===== src/rtl/ddo_pkg.sv =====
package ddo_pkg;

  // Field and register widths
  localparam int COUNT_WIDTH = 32;   // encoder bits used, 16..32
  localparam int TRIG_BITS   = 16;   // sin/cos fraction bits, 10..24
  localparam int CFG_W       = 32;
  localparam int POS_W       = 32;
  localparam int ANG_W       = 32;
  localparam int KIND_W      = 2;
  localparam int CFG_IDX_W   = 1;
  localparam int IN_DATA_W   = 96;   // left, right, position_value
  localparam int OUT_DATA_W  = 96;   // x, y, heading

  // Item kinds
  localparam logic [KIND_W-1:0] KIND_ENC   = 2'd0;
  localparam logic [KIND_W-1:0] KIND_SET_X = 2'd1;
  localparam logic [KIND_W-1:0] KIND_SET_Y = 2'd2;

  // Register indexes
  localparam logic [CFG_IDX_W-1:0] CFG_DIST = 1'd0;
  localparam logic [CFG_IDX_W-1:0] CFG_HEAD = 1'd1;

  // Shared multiplier
  localparam int MUL_W  = 32;
  localparam int PROD_W = 2 * MUL_W;

  // Datapath widths
  localparam int SUM_W      = COUNT_WIDTH + 1;
  localparam int HD_W       = ANG_W + 1;
  localparam int DIST_SHIFT = 8;
  localparam int DSM_W      = COUNT_WIDTH + CFG_W - DIST_SHIFT;
  localparam int DSM_HI_W   = DSM_W - MUL_W;
  localparam int U_W        = ANG_W - 2;
  localparam int T_W        = 30;
  localparam int P_W        = 31;
  localparam int Q_FRAC     = 30;
  localparam int TRIG_W     = TRIG_BITS + 1;
  localparam int ROUND_POS  = 29 - TRIG_BITS;
  localparam int HI_W       = DSM_HI_W + TRIG_W;
  localparam int HI_KEEP_W  = TRIG_BITS + 2;
  localparam int LO_W       = MUL_W + TRIG_W;
  localparam int FULL_W     = TRIG_BITS + 35;
  localparam int MAG_W      = 35;
  localparam int CAP_POS    = 34;
  localparam int SUMP_W     = 37;

  // Q30 series constants
  localparam logic [P_W-1:0] Q30_ONE     = P_W'(1073741824);
  localparam logic [P_W-1:0] PI_HALF_Q30 = P_W'(1686629713);
  localparam logic [P_W-1:0] S3  = P_W'(178956971);
  localparam logic [P_W-1:0] S5  = P_W'(8947849);
  localparam logic [P_W-1:0] S7  = P_W'(213044);
  localparam logic [P_W-1:0] S9  = P_W'(2959);
  localparam logic [P_W-1:0] K2  = P_W'(536870912);
  localparam logic [P_W-1:0] K4  = P_W'(44739243);
  localparam logic [P_W-1:0] K6  = P_W'(1491308);
  localparam logic [P_W-1:0] K8  = P_W'(26631);
  localparam logic [P_W-1:0] K10 = P_W'(296);

  // Datapath operations
  typedef logic [4:0] op_t;
  localparam op_t OP_NOP    = 5'd0;
  localparam op_t OP_START  = 5'd1;
  localparam op_t OP_PREP   = 5'd2;
  localparam op_t OP_M_DIST = 5'd3;
  localparam op_t OP_W_DSM  = 5'd4;
  localparam op_t OP_M_T    = 5'd5;
  localparam op_t OP_W_T    = 5'd6;
  localparam op_t OP_M_T2   = 5'd7;
  localparam op_t OP_W_T2   = 5'd8;
  localparam op_t OP_M_P    = 5'd9;
  localparam op_t OP_W_PS   = 5'd10;
  localparam op_t OP_W_PC   = 5'd11;
  localparam op_t OP_M_SIN  = 5'd12;
  localparam op_t OP_W_SIN  = 5'd13;
  localparam op_t OP_W_COS  = 5'd14;
  localparam op_t OP_M_HI   = 5'd15;
  localparam op_t OP_W_HI   = 5'd16;
  localparam op_t OP_M_LO   = 5'd17;
  localparam op_t OP_W_POS  = 5'd18;
  localparam op_t OP_M_HEAD = 5'd19;
  localparam op_t OP_W_HEAD = 5'd20;
  localparam op_t OP_SET_X  = 5'd21;
  localparam op_t OP_SET_Y  = 5'd22;

  typedef struct packed {
    op_t        op;
    logic [1:0] idx;       // Horner step
    logic       axis;      // 0: x, 1: y
    logic       load_out;  // copy state into output register
  } dp_cmd_t;

endpackage


===== src/rtl/ddo_ctrl.sv =====
module ddo_ctrl
  import ddo_pkg::*;
(
  input  logic              clk_i,
  input  logic              rst_ni,
  input  logic              s_valid_i,
  input  logic [KIND_W-1:0] s_kind_i,
  output logic              s_ready_o,
  output logic              m_valid_o,
  input  logic              m_ready_i,
  output dp_cmd_t           cmd_o
);

  localparam logic [4:0] S_IDLE  = 5'd0;
  localparam logic [4:0] S_PREP  = 5'd1;
  localparam logic [4:0] S_MDIST = 5'd2;
  localparam logic [4:0] S_WDSM  = 5'd3;
  localparam logic [4:0] S_MT    = 5'd4;
  localparam logic [4:0] S_WT    = 5'd5;
  localparam logic [4:0] S_MT2   = 5'd6;
  localparam logic [4:0] S_WT2   = 5'd7;
  localparam logic [4:0] S_MPS   = 5'd8;
  localparam logic [4:0] S_WPS   = 5'd9;
  localparam logic [4:0] S_MSIN  = 5'd10;
  localparam logic [4:0] S_WSIN  = 5'd11;
  localparam logic [4:0] S_MPC   = 5'd12;
  localparam logic [4:0] S_WPC   = 5'd13;
  localparam logic [4:0] S_MCOS  = 5'd14;
  localparam logic [4:0] S_WCOS  = 5'd15;
  localparam logic [4:0] S_MHI   = 5'd16;
  localparam logic [4:0] S_WHI   = 5'd17;
  localparam logic [4:0] S_MLO   = 5'd18;
  localparam logic [4:0] S_WPOS  = 5'd19;
  localparam logic [4:0] S_MHEAD = 5'd20;
  localparam logic [4:0] S_WHEAD = 5'd21;
  localparam logic [4:0] S_SETX  = 5'd22;
  localparam logic [4:0] S_SETY  = 5'd23;
  localparam logic [4:0] S_DONE  = 5'd24;

  localparam logic [1:0] IDX_LAST = 2'd3;

  logic [4:0] state_q, state_d;
  logic [1:0] idx_q, idx_d;
  logic       axis_q, axis_d;
  logic       mvalid_q, mvalid_d;

  always_comb begin
    state_d        = state_q;
    idx_d          = idx_q;
    axis_d         = axis_q;
    mvalid_d       = mvalid_q & ~m_ready_i;
    cmd_o.op       = OP_NOP;
    cmd_o.idx      = idx_q;
    cmd_o.axis     = axis_q;
    cmd_o.load_out = 1'b0;
    case (state_q)
      S_IDLE: begin
        if (s_valid_i) begin
          cmd_o.op = OP_START;
          case (s_kind_i)
            KIND_ENC:   state_d = S_PREP;
            KIND_SET_X: state_d = S_SETX;
            KIND_SET_Y: state_d = S_SETY;
            default:    state_d = S_DONE;
          endcase
        end
      end
      S_PREP: begin
        cmd_o.op = OP_PREP;
        state_d  = S_MDIST;
      end
      S_MDIST: begin
        cmd_o.op = OP_M_DIST;
        state_d  = S_WDSM;
      end
      S_WDSM: begin
        cmd_o.op = OP_W_DSM;
        state_d  = S_MT;
      end
      S_MT: begin
        cmd_o.op = OP_M_T;
        state_d  = S_WT;
      end
      S_WT: begin
        cmd_o.op = OP_W_T;
        state_d  = S_MT2;
      end
      S_MT2: begin
        cmd_o.op = OP_M_T2;
        state_d  = S_WT2;
      end
      S_WT2: begin
        cmd_o.op = OP_W_T2;
        idx_d    = '0;
        state_d  = S_MPS;
      end
      S_MPS: begin
        cmd_o.op = OP_M_P;
        state_d  = S_WPS;
      end
      S_WPS: begin
        cmd_o.op = OP_W_PS;
        idx_d    = idx_q + 2'd1;
        state_d  = (idx_q == IDX_LAST) ? S_MSIN : S_MPS;
      end
      S_MSIN: begin
        cmd_o.op = OP_M_SIN;
        state_d  = S_WSIN;
      end
      S_WSIN: begin
        cmd_o.op = OP_W_SIN;
        idx_d    = '0;
        state_d  = S_MPC;
      end
      S_MPC: begin
        cmd_o.op = OP_M_P;
        state_d  = S_WPC;
      end
      S_WPC: begin
        cmd_o.op = OP_W_PC;
        idx_d    = idx_q + 2'd1;
        state_d  = (idx_q == IDX_LAST) ? S_MCOS : S_MPC;
      end
      S_MCOS: begin
        cmd_o.op = OP_M_P;
        state_d  = S_WCOS;
      end
      S_WCOS: begin
        cmd_o.op = OP_W_COS;
        axis_d   = 1'b0;
        state_d  = S_MHI;
      end
      S_MHI: begin
        cmd_o.op = OP_M_HI;
        state_d  = S_WHI;
      end
      S_WHI: begin
        cmd_o.op = OP_W_HI;
        state_d  = S_MLO;
      end
      S_MLO: begin
        cmd_o.op = OP_M_LO;
        state_d  = S_WPOS;
      end
      S_WPOS: begin
        cmd_o.op = OP_W_POS;
        axis_d   = 1'b1;
        state_d  = axis_q ? S_MHEAD : S_MHI;
      end
      S_MHEAD: begin
        cmd_o.op = OP_M_HEAD;
        state_d  = S_WHEAD;
      end
      S_WHEAD: begin
        cmd_o.op = OP_W_HEAD;
        state_d  = S_DONE;
      end
      S_SETX: begin
        cmd_o.op = OP_SET_X;
        state_d  = S_DONE;
      end
      S_SETY: begin
        cmd_o.op = OP_SET_Y;
        state_d  = S_DONE;
      end
      S_DONE: begin
        // hold until the output register is free
        if (!mvalid_q || m_ready_i) begin
          cmd_o.load_out = 1'b1;
          mvalid_d       = 1'b1;
          state_d        = S_IDLE;
        end
      end
      default: begin
        state_d = S_IDLE;
      end
    endcase
  end

  always_ff @(posedge clk_i or negedge rst_ni) begin
    if (!rst_ni) begin
      state_q  <= S_IDLE;
      idx_q    <= '0;
      axis_q   <= 1'b0;
      mvalid_q <= 1'b0;
    end else begin
      state_q  <= state_d;
      idx_q    <= idx_d;
      axis_q   <= axis_d;
      mvalid_q <= mvalid_d;
    end
  end

  assign s_ready_o = (state_q == S_IDLE);
  assign m_valid_o = mvalid_q;

endmodule


===== src/rtl/ddo_dp.sv =====
module ddo_dp
  import ddo_pkg::*;
(
  input  logic                  clk_i,
  input  logic                  rst_ni,
  input  dp_cmd_t               cmd_i,
  input  logic                  cfg_we_i,
  input  logic [CFG_IDX_W-1:0]  cfg_idx_i,
  input  logic [CFG_W-1:0]      cfg_data_i,
  input  logic [IN_DATA_W-1:0]  in_data_i,
  output logic [OUT_DATA_W-1:0] out_data_o
);

  function automatic logic [TRIG_W-1:0] to_trig(logic [P_W-1:0] v);
    logic [MUL_W-1:0] s;
    s = MUL_W'(v) + (MUL_W'(1) << ROUND_POS);
    return s[(Q_FRAC - TRIG_BITS) +: TRIG_W];
  endfunction

  function automatic logic [P_W-1:0] sin_coef(logic [1:0] i);
    logic [P_W-1:0] c;
    case (i)
      2'd0:    c = S7;
      2'd1:    c = S5;
      2'd2:    c = S3;
      default: c = Q30_ONE;
    endcase
    return c;
  endfunction

  function automatic logic [P_W-1:0] cos_coef(logic [1:0] i);
    logic [P_W-1:0] c;
    case (i)
      2'd0:    c = K8;
      2'd1:    c = K6;
      2'd2:    c = K4;
      default: c = K2;
    endcase
    return c;
  endfunction

  // Registers and architectural state
  logic [CFG_W-1:0]        dpt_q, hpt_q;
  logic [COUNT_WIDTH-1:0]  last_l_q, last_r_q;
  logic signed [POS_W-1:0] x_q, y_q;
  logic [ANG_W-1:0]        head_q;

  // Item working registers
  logic [COUNT_WIDTH-1:0]  lc_q, rc_q;
  logic signed [POS_W-1:0] pv_q;
  logic [SUM_W-1:0]        smag_q;
  logic                    sneg_q;
  logic [ANG_W-1:0]        hd_q;
  logic [U_W-1:0]          u_q;
  logic                    swap_q;
  logic [1:0]              quad_q;
  logic [PROD_W-1:0]       prod_q;
  logic [DSM_W-1:0]        dsm_q;
  logic [T_W-1:0]          t_q, t2_q;
  logic [P_W-1:0]          p_q;
  logic [TRIG_W-1:0]       sin_q, cos_q;
  logic                    hi_big_q;
  logic [HI_KEEP_W-1:0]    hi_lo_q;
  logic [OUT_DATA_W-1:0]   out_q;

  // Count differences and heading fold
  logic signed [COUNT_WIDTH-1:0] dl, dr;
  logic signed [SUM_W-1:0]       sum;
  logic [SUM_W-1:0]              smag;
  logic signed [HD_W-1:0]        hdw;
  logic [U_W-1:0]                r_ang, u_ang;
  logic                          fold;

  assign dl    = signed'(lc_q - last_l_q);
  assign dr    = signed'(rc_q - last_r_q);
  assign sum   = SUM_W'(dl) + SUM_W'(dr);
  assign smag  = sum[SUM_W-1] ? SUM_W'(-sum) : SUM_W'(sum);
  assign hdw   = HD_W'(dl) - HD_W'(dr);
  assign r_ang = head_q[U_W-1:0];
  assign fold  = r_ang > (U_W'(1) << (U_W - 1));
  assign u_ang = fold ? (U_W'(0) - r_ang) : r_ang;  // quarter turn minus r

  // Octant and quadrant mapping
  logic [TRIG_W-1:0] s0, c0, cm, sm, tm;
  logic              cn, sn, step_neg;

  assign s0       = swap_q ? cos_q : sin_q;
  assign c0       = swap_q ? sin_q : cos_q;
  assign cm       = quad_q[0] ? s0 : c0;
  assign sm       = quad_q[0] ? c0 : s0;
  assign cn       = quad_q[0] ^ quad_q[1];
  assign sn       = quad_q[1];
  assign tm       = cmd_i.axis ? sm : cm;
  assign step_neg = sneg_q ^ (cmd_i.axis ? sn : cn);

  // Shared multiplier
  logic [MUL_W-1:0] mul_a, mul_b;
  logic             mul_en;

  always_comb begin
    mul_a  = '0;
    mul_b  = '0;
    mul_en = 1'b1;
    case (cmd_i.op)
      OP_M_DIST: begin
        mul_a = MUL_W'(smag_q[COUNT_WIDTH-1:0]);
        mul_b = dpt_q;
      end
      OP_M_T: begin
        mul_a = MUL_W'(u_q);
        mul_b = MUL_W'(PI_HALF_Q30);
      end
      OP_M_T2: begin
        mul_a = MUL_W'(t_q);
        mul_b = MUL_W'(t_q);
      end
      OP_M_P: begin
        mul_a = MUL_W'(t2_q);
        mul_b = MUL_W'(p_q);
      end
      OP_M_SIN: begin
        mul_a = MUL_W'(t_q);
        mul_b = MUL_W'(p_q);
      end
      OP_M_HI: begin
        mul_a = MUL_W'(dsm_q[DSM_W-1:MUL_W]);
        mul_b = MUL_W'(tm);
      end
      OP_M_LO: begin
        mul_a = dsm_q[MUL_W-1:0];
        mul_b = MUL_W'(tm);
      end
      OP_M_HEAD: begin
        mul_a = hd_q;
        mul_b = hpt_q;
      end
      default: begin
        mul_en = 1'b0;
      end
    endcase
  end

  // Step magnitude, clamp and saturating add
  logic [FULL_W-1:0]        full;
  logic [MAG_W-1:0]         mag_raw, mag;
  logic signed [POS_W-1:0]  pos_sel;
  logic signed [SUMP_W-1:0] pos_x, mag_x, pos_r;
  logic signed [POS_W-1:0]  pos_new;
  logic [DSM_W-1:0]         dsm_d;
  logic [P_W-1:0]           q30_prod;

  assign q30_prod = prod_q[Q_FRAC +: P_W];
  assign full     = FULL_W'({hi_lo_q, {MUL_W{1'b0}}}) + FULL_W'(prod_q[LO_W-1:0]);
  assign mag_raw  = full[FULL_W-1:TRIG_BITS];
  assign mag      = (hi_big_q || mag_raw > (MAG_W'(1) << CAP_POS)) ?
                    (MAG_W'(1) << CAP_POS) : mag_raw;
  assign pos_sel  = cmd_i.axis ? y_q : x_q;
  assign pos_x    = SUMP_W'(pos_sel);
  assign mag_x    = signed'(SUMP_W'(mag));
  assign pos_r    = step_neg ? (pos_x - mag_x) : (pos_x + mag_x);

  always_comb begin
    if (pos_r[SUMP_W-1:POS_W-1] == '0 || pos_r[SUMP_W-1:POS_W-1] == '1) begin
      pos_new = pos_r[POS_W-1:0];
    end else if (pos_r[SUMP_W-1]) begin
      pos_new = {1'b1, {(POS_W-1){1'b0}}};
    end else begin
      pos_new = {1'b0, {(POS_W-1){1'b1}}};
    end
  end

  // full count range: the low bits are zero, the product is a shift
  assign dsm_d = smag_q[COUNT_WIDTH] ? (DSM_W'(dpt_q) << (COUNT_WIDTH - DIST_SHIFT)) :
                 prod_q[COUNT_WIDTH+MUL_W-1:DIST_SHIFT];

  // Working registers
  always_ff @(posedge clk_i) begin
    if (mul_en) begin
      prod_q <= mul_a * mul_b;
    end
    case (cmd_i.op)
      OP_START: begin
        lc_q <= in_data_i[COUNT_WIDTH-1:0];
        rc_q <= in_data_i[POS_W +: COUNT_WIDTH];
        pv_q <= signed'(in_data_i[2*POS_W +: POS_W]);
      end
      OP_PREP: begin
        smag_q <= smag;
        sneg_q <= sum[SUM_W-1];
        hd_q   <= hdw[ANG_W-1:0];
        u_q    <= u_ang;
        swap_q <= fold;
        quad_q <= head_q[ANG_W-1:U_W];
      end
      OP_W_DSM: dsm_q <= dsm_d;
      OP_W_T:   t_q   <= prod_q[Q_FRAC +: T_W];
      OP_W_T2: begin
        t2_q <= prod_q[Q_FRAC +: T_W];
        p_q  <= S9;
      end
      OP_W_PS:  p_q <= sin_coef(cmd_i.idx) - q30_prod;
      OP_W_PC:  p_q <= cos_coef(cmd_i.idx) - q30_prod;
      OP_W_SIN: begin
        sin_q <= to_trig(q30_prod);
        p_q   <= K10;
      end
      OP_W_COS: cos_q <= to_trig(Q30_ONE - q30_prod);
      OP_W_HI: begin
        hi_big_q <= |prod_q[HI_W-1:HI_KEEP_W];
        hi_lo_q  <= prod_q[HI_KEEP_W-1:0];
      end
      default: ;
    endcase
    if (cmd_i.load_out) begin
      out_q <= {head_q, y_q, x_q};
    end
  end

  // Configuration and odometry state
  always_ff @(posedge clk_i or negedge rst_ni) begin
    if (!rst_ni) begin
      dpt_q    <= CFG_W'(259204);
      hpt_q    <= CFG_W'(3641130);
      last_l_q <= '0;
      last_r_q <= '0;
      x_q      <= '0;
      y_q      <= '0;
      head_q   <= '0;
    end else begin
      if (cfg_we_i) begin
        case (cfg_idx_i)
          CFG_DIST: dpt_q <= cfg_data_i;
          CFG_HEAD: hpt_q <= cfg_data_i;
          default: ;
        endcase
      end
      case (cmd_i.op)
        OP_W_POS: begin
          if (cmd_i.axis) begin
            y_q <= pos_new;
          end else begin
            x_q <= pos_new;
          end
        end
        OP_W_HEAD: begin
          head_q   <= head_q + prod_q[ANG_W-1:0];
          last_l_q <= lc_q;
          last_r_q <= rc_q;
        end
        OP_SET_X: x_q <= pv_q;
        OP_SET_Y: y_q <= pv_q;
        default: ;
      endcase
    end
  end

  assign out_data_o = out_q;

endmodule


===== src/rtl/differential_drive_odometry.sv =====
// Channel   Dir  Handshake                     Payload
// s_axis    in   s_axis_tvalid/s_axis_tready   tdata: left, right, position_value; tuser: kind
// m_axis    out  m_axis_tvalid/m_axis_tready   tdata: x_pos, y_pos, heading
// cfg       in   cfg_we_i (no wait)            cfg_idx_i, cfg_data_i
//
// Encoder, set-x/set-y and kind 3 items are taken only while the sequencer is idle, so
// the next item waits until the last one is finished. The block has a single 32x32 multiplier,
// used in turn for the distance, the sin/cos Horner chains, both position steps and the heading.
// Reset (async, active low) clears position, heading, last counts and loads the
// register defaults. A result sits in the output register; the next item is taken
// while it waits, and only the final write-back waits for m_axis_tready.
module differential_drive_odometry
  import ddo_pkg::*;
(
  input  logic                  clk_i,
  input  logic                  rst_ni,
  // input items
  input  logic                  s_axis_tvalid,
  output logic                  s_axis_tready,
  input  logic [IN_DATA_W-1:0]  s_axis_tdata,   // [31:0] left_count, [63:32] right_count,
                                                // [95:64] position_value
  input  logic [KIND_W-1:0]     s_axis_tuser,   // [1:0] kind
  // result items
  output logic                  m_axis_tvalid,
  input  logic                  m_axis_tready,
  output logic [OUT_DATA_W-1:0] m_axis_tdata,   // [31:0] x_pos, [63:32] y_pos,
                                                // [95:64] heading
  // register writes
  input  logic                  cfg_we_i,
  input  logic [CFG_IDX_W-1:0]  cfg_idx_i,
  input  logic [CFG_W-1:0]      cfg_data_i
);

  dp_cmd_t cmd;

  // sequencer: handshakes and operation order
  ddo_ctrl u_ctrl (
    .clk_i     (clk_i),
    .rst_ni    (rst_ni),
    .s_valid_i (s_axis_tvalid),
    .s_kind_i  (s_axis_tuser),
    .s_ready_o (s_axis_tready),
    .m_valid_o (m_axis_tvalid),
    .m_ready_i (m_axis_tready),
    .cmd_o     (cmd)
  );

  // arithmetic, odometry state and the output register
  ddo_dp u_dp (
    .clk_i      (clk_i),
    .rst_ni     (rst_ni),
    .cmd_i      (cmd),
    .cfg_we_i   (cfg_we_i),
    .cfg_idx_i  (cfg_idx_i),
    .cfg_data_i (cfg_data_i),
    .in_data_i  (s_axis_tdata),
    .out_data_o (m_axis_tdata)
  );

endmodule


===== config.mk =====
export PLATFORM = sky130hd
export DESIGN_NAME = differential_drive_odometry
export DESIGN_NICKNAME = d
export VERILOG_FILES = /design/src/rtl/ddo_pkg.sv /design/src/rtl/ddo_ctrl.sv /design/src/rtl/ddo_dp.sv /design/src/rtl/differential_drive_odometry.sv
export SDC_FILE = /design/constraint.sdc
export NUM_CORES = 2
export LEC_CHECK = 0
export BUFFER_PORTS_ARGS = -buffer_cell sky130_fd_sc_hd__buf_2
export CAP_MARGIN = 0
export CORE_ASPECT_RATIO = 0.9
export CORE_MARGIN = 3
export CORE_UTILIZATION = 45
export DETAILED_ROUTE_END_ITERATION = 12
export PLACE_DENSITY = 0.73
export RECOVER_POWER = 100
export SLEW_MARGIN = 5
export SYNTH_ARGS = -nofsm -noshare
export SYNTH_HDL_FRONTEND = slang
export SYNTH_HIERARCHICAL = 1
export SYNTH_SLANG_ARGS = --single-unit
export TNS_END_PERCENT = 10

===== constraint.sdc =====
create_clock -name clk_i -period 13.9 [get_ports clk_i]
set_input_delay 2.085 -clock clk_i [delete_from_list [all_inputs] [get_ports clk_i]]
set_output_delay 2.085 -clock clk_i [all_outputs]
set_load 0.1 [all_outputs]

Word level (Yosys, flattened, before mapping)
Cells that the tools add are included.

Reductions and logical operators: 27. Equal/unequal tests: 56. $lt $le $gt $ge: 2. Bitwise gates (word level): 5. Div/mod/pow operators: 0. Multiply operators: 1. Multiplexer cells: 41. Shift operators: 0. $add $sub $neg: 16.

Operator list (count): $pmux 32 s7 (1); $mux 32 (6); $pmux 32 s6 (1); $pmux 32 s2 (2); $pmux 31 s4 (1); $pmux 5 s23 (1); $pmux 5 s22 (1); $sub 32x32->32 (3); $pmux 31 s3 (1); $pmux 30 s3 (1); $mux 17 (5); $eq 5x4->1 const B (16); $eq 5x5->1 const B (16); $mul 32x32->64 (1); $add 31x14->31 const B (2); $mux 31 (2); $sub 31x31->31 (2); $mux 56 (1); $add 50x49->51 (1); $eq 5x3->1 const B (8); $add 32x36->37 (1); $mux 37 (1); $sub 32x36->37 (1); $gt 35x35->1 const B (1); 38 further kinds (72).

Bits in writable memories: 0. Flip-flop bits (word level): 788. Output and inout bits: 98. Memories kept: 0. Word-level logic and storage cells: 180. Bits in latches: 0. ROM bits: 0.

Longest topological paths before layout
Depth in word-level cells: 11. Depth in mapped cells: 45. Mapped depth without buffers: 40.

Cells and area by module
Netlist, hierarchy kept.

By module, submodules not included: ddo_dp (times used 1, area each 75889.0 um^2, cells an instance 7745); ddo_ctrl (times used 1, area each 909.6 um^2, cells an instance 121).

Worst setup path after synthesis
No wires, ideal clock.

Kind: input -> register. Start point: input port s_axis_tvalid. End point: register u_dp.prod_q[61], data pin. Arrival time: 11.795 ns. Library setup time: 0.285 ns. Cell stages on the path: 36. Slack: 1.819 ns. Path through: nor2_1 -> and3_1 -> a221o_1 -> a21oi_1 -> clkbuf_1 -> nand3b_1 -> nor2_1 -> clkbuf_1 -> clkbuf_1 -> a22o_1 -> a211o_1 -> clkbuf_1 -> nand2_1 -> fa_1 -> inv_1 -> fa_1 -> inv_1 -> fa_1 -> fa_1 -> inv_1 -> fa_1 -> fa_1 -> fa_1 -> fa_1 -> ha_1 -> nand3_1 -> or3_1 -> nand2b_1 -> a311oi_1 -> o311a_1 -> o21ai_1 -> o211ai_1 -> a41oi_1 -> o31ai_2 -> o31a_1 -> o311ai_0.

RTL lines: start, declared (line differential_drive_odometry.sv:18) `input logic s_axis_tvalid,`; end signal, assigned (line ddo_dp.sv:179) `prod_q <= mul_a * mul_b;`; end, declared (line ddo_dp.sv:57) `logic [PROD_W-1:0] prod_q;`.

==> flow_metrics.py <==
metrics = {
    "outcome": {
        "status": "finished with violations",
        "violations": "capacitance limit, slew limit",
    },
    "detailed_routing": {
        "drtPass1Iterations": 9,
        "drt_iter0_drc": 6562,
        "route.detailed.drc": 0,
        "via_count": 60900,
        "viasPerCell": 5.88,
        "finalWirelength_um": 250000,
        "antenna_left": 0,
        "wl_per_cell_um": 24.1,
    },
    "critical_path": {
        "cp_slowest_cell": "nand2_1",
        "cp-end-kind": "flip-flop",
        "crit_arrival_ns": 13.69,
        "cp.required_ns": 14.32,
        "critPathMostFrequentCell": "fa_1",
        "reg2regPathDepth": 33,
        "max_stage_delay_ns": 0.74,
        "cp-start-kind": "input port",
        "critPathKind": "input port to flip-flop",
        "crit_path_max_fanout": 20,
    },
    "timing": {
        "rsz0062_at_grt": "no",
        "setup_tns_ns": 0,
        "tightestPinTransition_ns": 5.22,
        "finalCritPeriodShare_pct": 95.5,
        "skew_ns": 0.0444,
        "fin_crit_ns": 13.27,
        "final_hold_viol_count": 0,
        "hold_ws_ns": 0.476,
        "finalSetupViolations": 0,
        "relSlewSlack_pct": -248,
        "fmax_ghz": 0.0753,
        "drv_slew": 1154,
    },
    "synth": {
        "ys_seq_area_share_pct": 29.3,
        "syn_area_um2": 76800,
        "synth_area_leaders": "fa_1 (24%), edfxtp_1 (22%), ha_1 (8.3%)",
        "synth_top_flop_cell": "edfxtp_1",
        "syn_nets": 9417,
        "synth_commonest_cells": "inv_1 (1164), fa_1 (904), nand2_1 (835), nor2_1 (826), edfxtp_1 (554)",
        "synth_top_cell_area_share_pct": 23.6,
        "synth.distinct_cells": 102,
        "avgSynthCellArea_um2": 9.76,
        "netlist_instances": 7866,
        "async_flop_share_pct": 29.6,
        "yosys_warnings": 6,
        "synth_edf_count": 554,
        "synth_largest_area_cell": "fa_1",
        "synth-seq-cells": 787,
        "synth_most_common_cell": "inv_1",
    },
    "floorplan": {
        "die_w_um": 441,
        "die_area_um2": 176000,
        "rows": 143,
        "die-height_um": 398,
        "start_util_pct": 45.4,
        "core_um2": 169000,
        "io_pins": 234,
    },
    "grt": {
        "grt.busiest_layer": "met2",
        "antenna_found_initial": 18,
        "grt_use_met3_pct": 7.66,
        "met1_usage_pct": 37.9,
        "use_met2_pct": 42.8,
        "grt.total_usage_pct": 28.4,
        "grt_pass1_wl_um": 377000,
        "grt_pass1_vias": 61500,
        "grt_max_degree": 116,
        "grt-ovfl-total": 0,
    },
    "min_path": {
        "min_path_type": "flip-flop to flip-flop",
        "hold_depth": 0,
    },
    "cts": {
        "cts_made_buffers": 82,
        "clkSlewWorstSetupHoldPaths_ns": 0.06,
        "cts_tree": "yes",
        "ctsHtreeMaxLevel": 3,
        "clk_latency_ns": 0.69,
        "cts_setup_buffers": 0,
        "root_buffer": "clkbuf_16",
        "postCtsHoldBufs": 0,
        "clock_path_buffers": 3,
        "clock-sinks": 787,
        "cts_repair_resize_count": 0,
    },
    "finish": {
        "syn2layout_area_growth_pct": 9.24,
        "finalNonFillerCells": 10400,
        "fill_cells": 15500,
        "drive_above_1_share_pct": 8.22,
        "finalNetCount": 9588,
    },
    "place": {
        "dp_hpwl_um": 199000,
        "dp.cells": 10200,
        "io_buffer_count": 233,
        "place_congestion": 1.03,
    },
    "flow_run": {
        "cap_viol_max_count": 23,
    },
}
worst paths after layout:
check,endpoint,start,slack (ns)
max reg2reg,u_dp/x_q[4],u_dp/prod_q[32],0.75
max,u_dp/prod_q[62],s_axis_tvalid,0.63
min,u_dp/out_data_o[45],u_dp/y_q[13],0.48
min in group asynchronous,u_dp/last_l_q[30],rst_ni,3.30
max in group asynchronous,u_dp/y_q[25],rst_ni,3.15
min reg2reg,u_dp/out_data_o[45],u_dp/y_q[13],0.48
kinds of logic after synthesis:
kind of cell    count (synthesis)  synth area share, %
simple gates                 2209                 12.5
buf+inv                      1521                 7.55
compound gates               1431                 12.6
fa+ha+maj                    1415                 31.9
flops                         787                 29.3
xor+xnor                      373                 4.26
mux                           130                 1.87
worst max-delay path: cells and delay by family:
kind / cells / cell delay [ns]
AO/OA/AOI/OAI: 12 / 3.18
XOR/XNOR: 1 / 0.10
adder cells (fa/ha/maj): 9 / 4.48
buffers and inverters: 7 / 1.50
AND/OR/NAND/NOR: 7 / 2.28
placed cells by master (no fill, tap or decap), types with 20 or more instances in the layout:
master     instances
a211o_1           31
a211oi_1          67
a21boi_0          32
a21o_1            98
a21oi_1          275
a22o_1            48
a22oi_1          105
a31oi_1           41
and2_1            41
and3_1            31
buf_2            124
buf_4            169
clkbuf_1         161
clkbuf_16         88
dfrtp_1          210
dfstp_2           22
edfxtp_1         554
fa_1             904
ha_1             511
inv_1           1164
mux2_2           105
mux2i_1           25
nand2_1          835
nand2b_1          67
nand3_1           63
nand4_1           25
nor2_1           815
nor2b_1           62
nor3_1            95
nor4_1            29
o211ai_1          31
o21a_1            62
o21ai_0          315
o21bai_1          37
o22ai_1           40
o31ai_1           37
or2_2             20
or3_1             35
xnor2_1          267
xor2_1           102
final cells by class:
type | instances | area (um2) | share of cell area [%]
flip-flops and latches | 787 | 22500 | 26.8
inverters | 1166 | 4380 | 5.22
well taps | 2247 | 2810 | 3.35
repair buffers | 442 | 2500 | 2.98
multi-input cells | 5558 | 48800 | 58.2
clock inverters | 42 | 503 | 0.600
clock buffers | 111 | 2340 | 2.79
diodes | 9 | 22.5 | 0.0268
metrics by stage:
| stage | utilization (%) | cell area [um2] | setup slack, ns |
|---|---|---|---|
| detailed placement | 48.1 | 81400 | 0.586 |
| floorplan | - | 76800 | 1.82 |
| global route | 49.6 | 83900 | 0.236 |
| global placement | 48.1 | 81400 | 0.664 |
| CTS | 49.8 | 84300 | 1.11 |
| finish | 49.6 | 83900 | 0.628 |
routing by layer:
metal  up-vias  wire, um
met3       703     29800
met5         -        27
met4         4     14800
met1     30100     96700
li1      26400         -
met2      3587    108000
state kept, by name, indices dropped and copies added, names as in the netlist, 33 cells and up:
signal	count
u_dp/dsm_q	56
u_dp/out_data_o	96
u_dp/prod_q	64
u_dp/smag_q	33
Power is not shown: default switching activity piles up to over one toggle a cycle in this logic, so the estimate is an artifact.
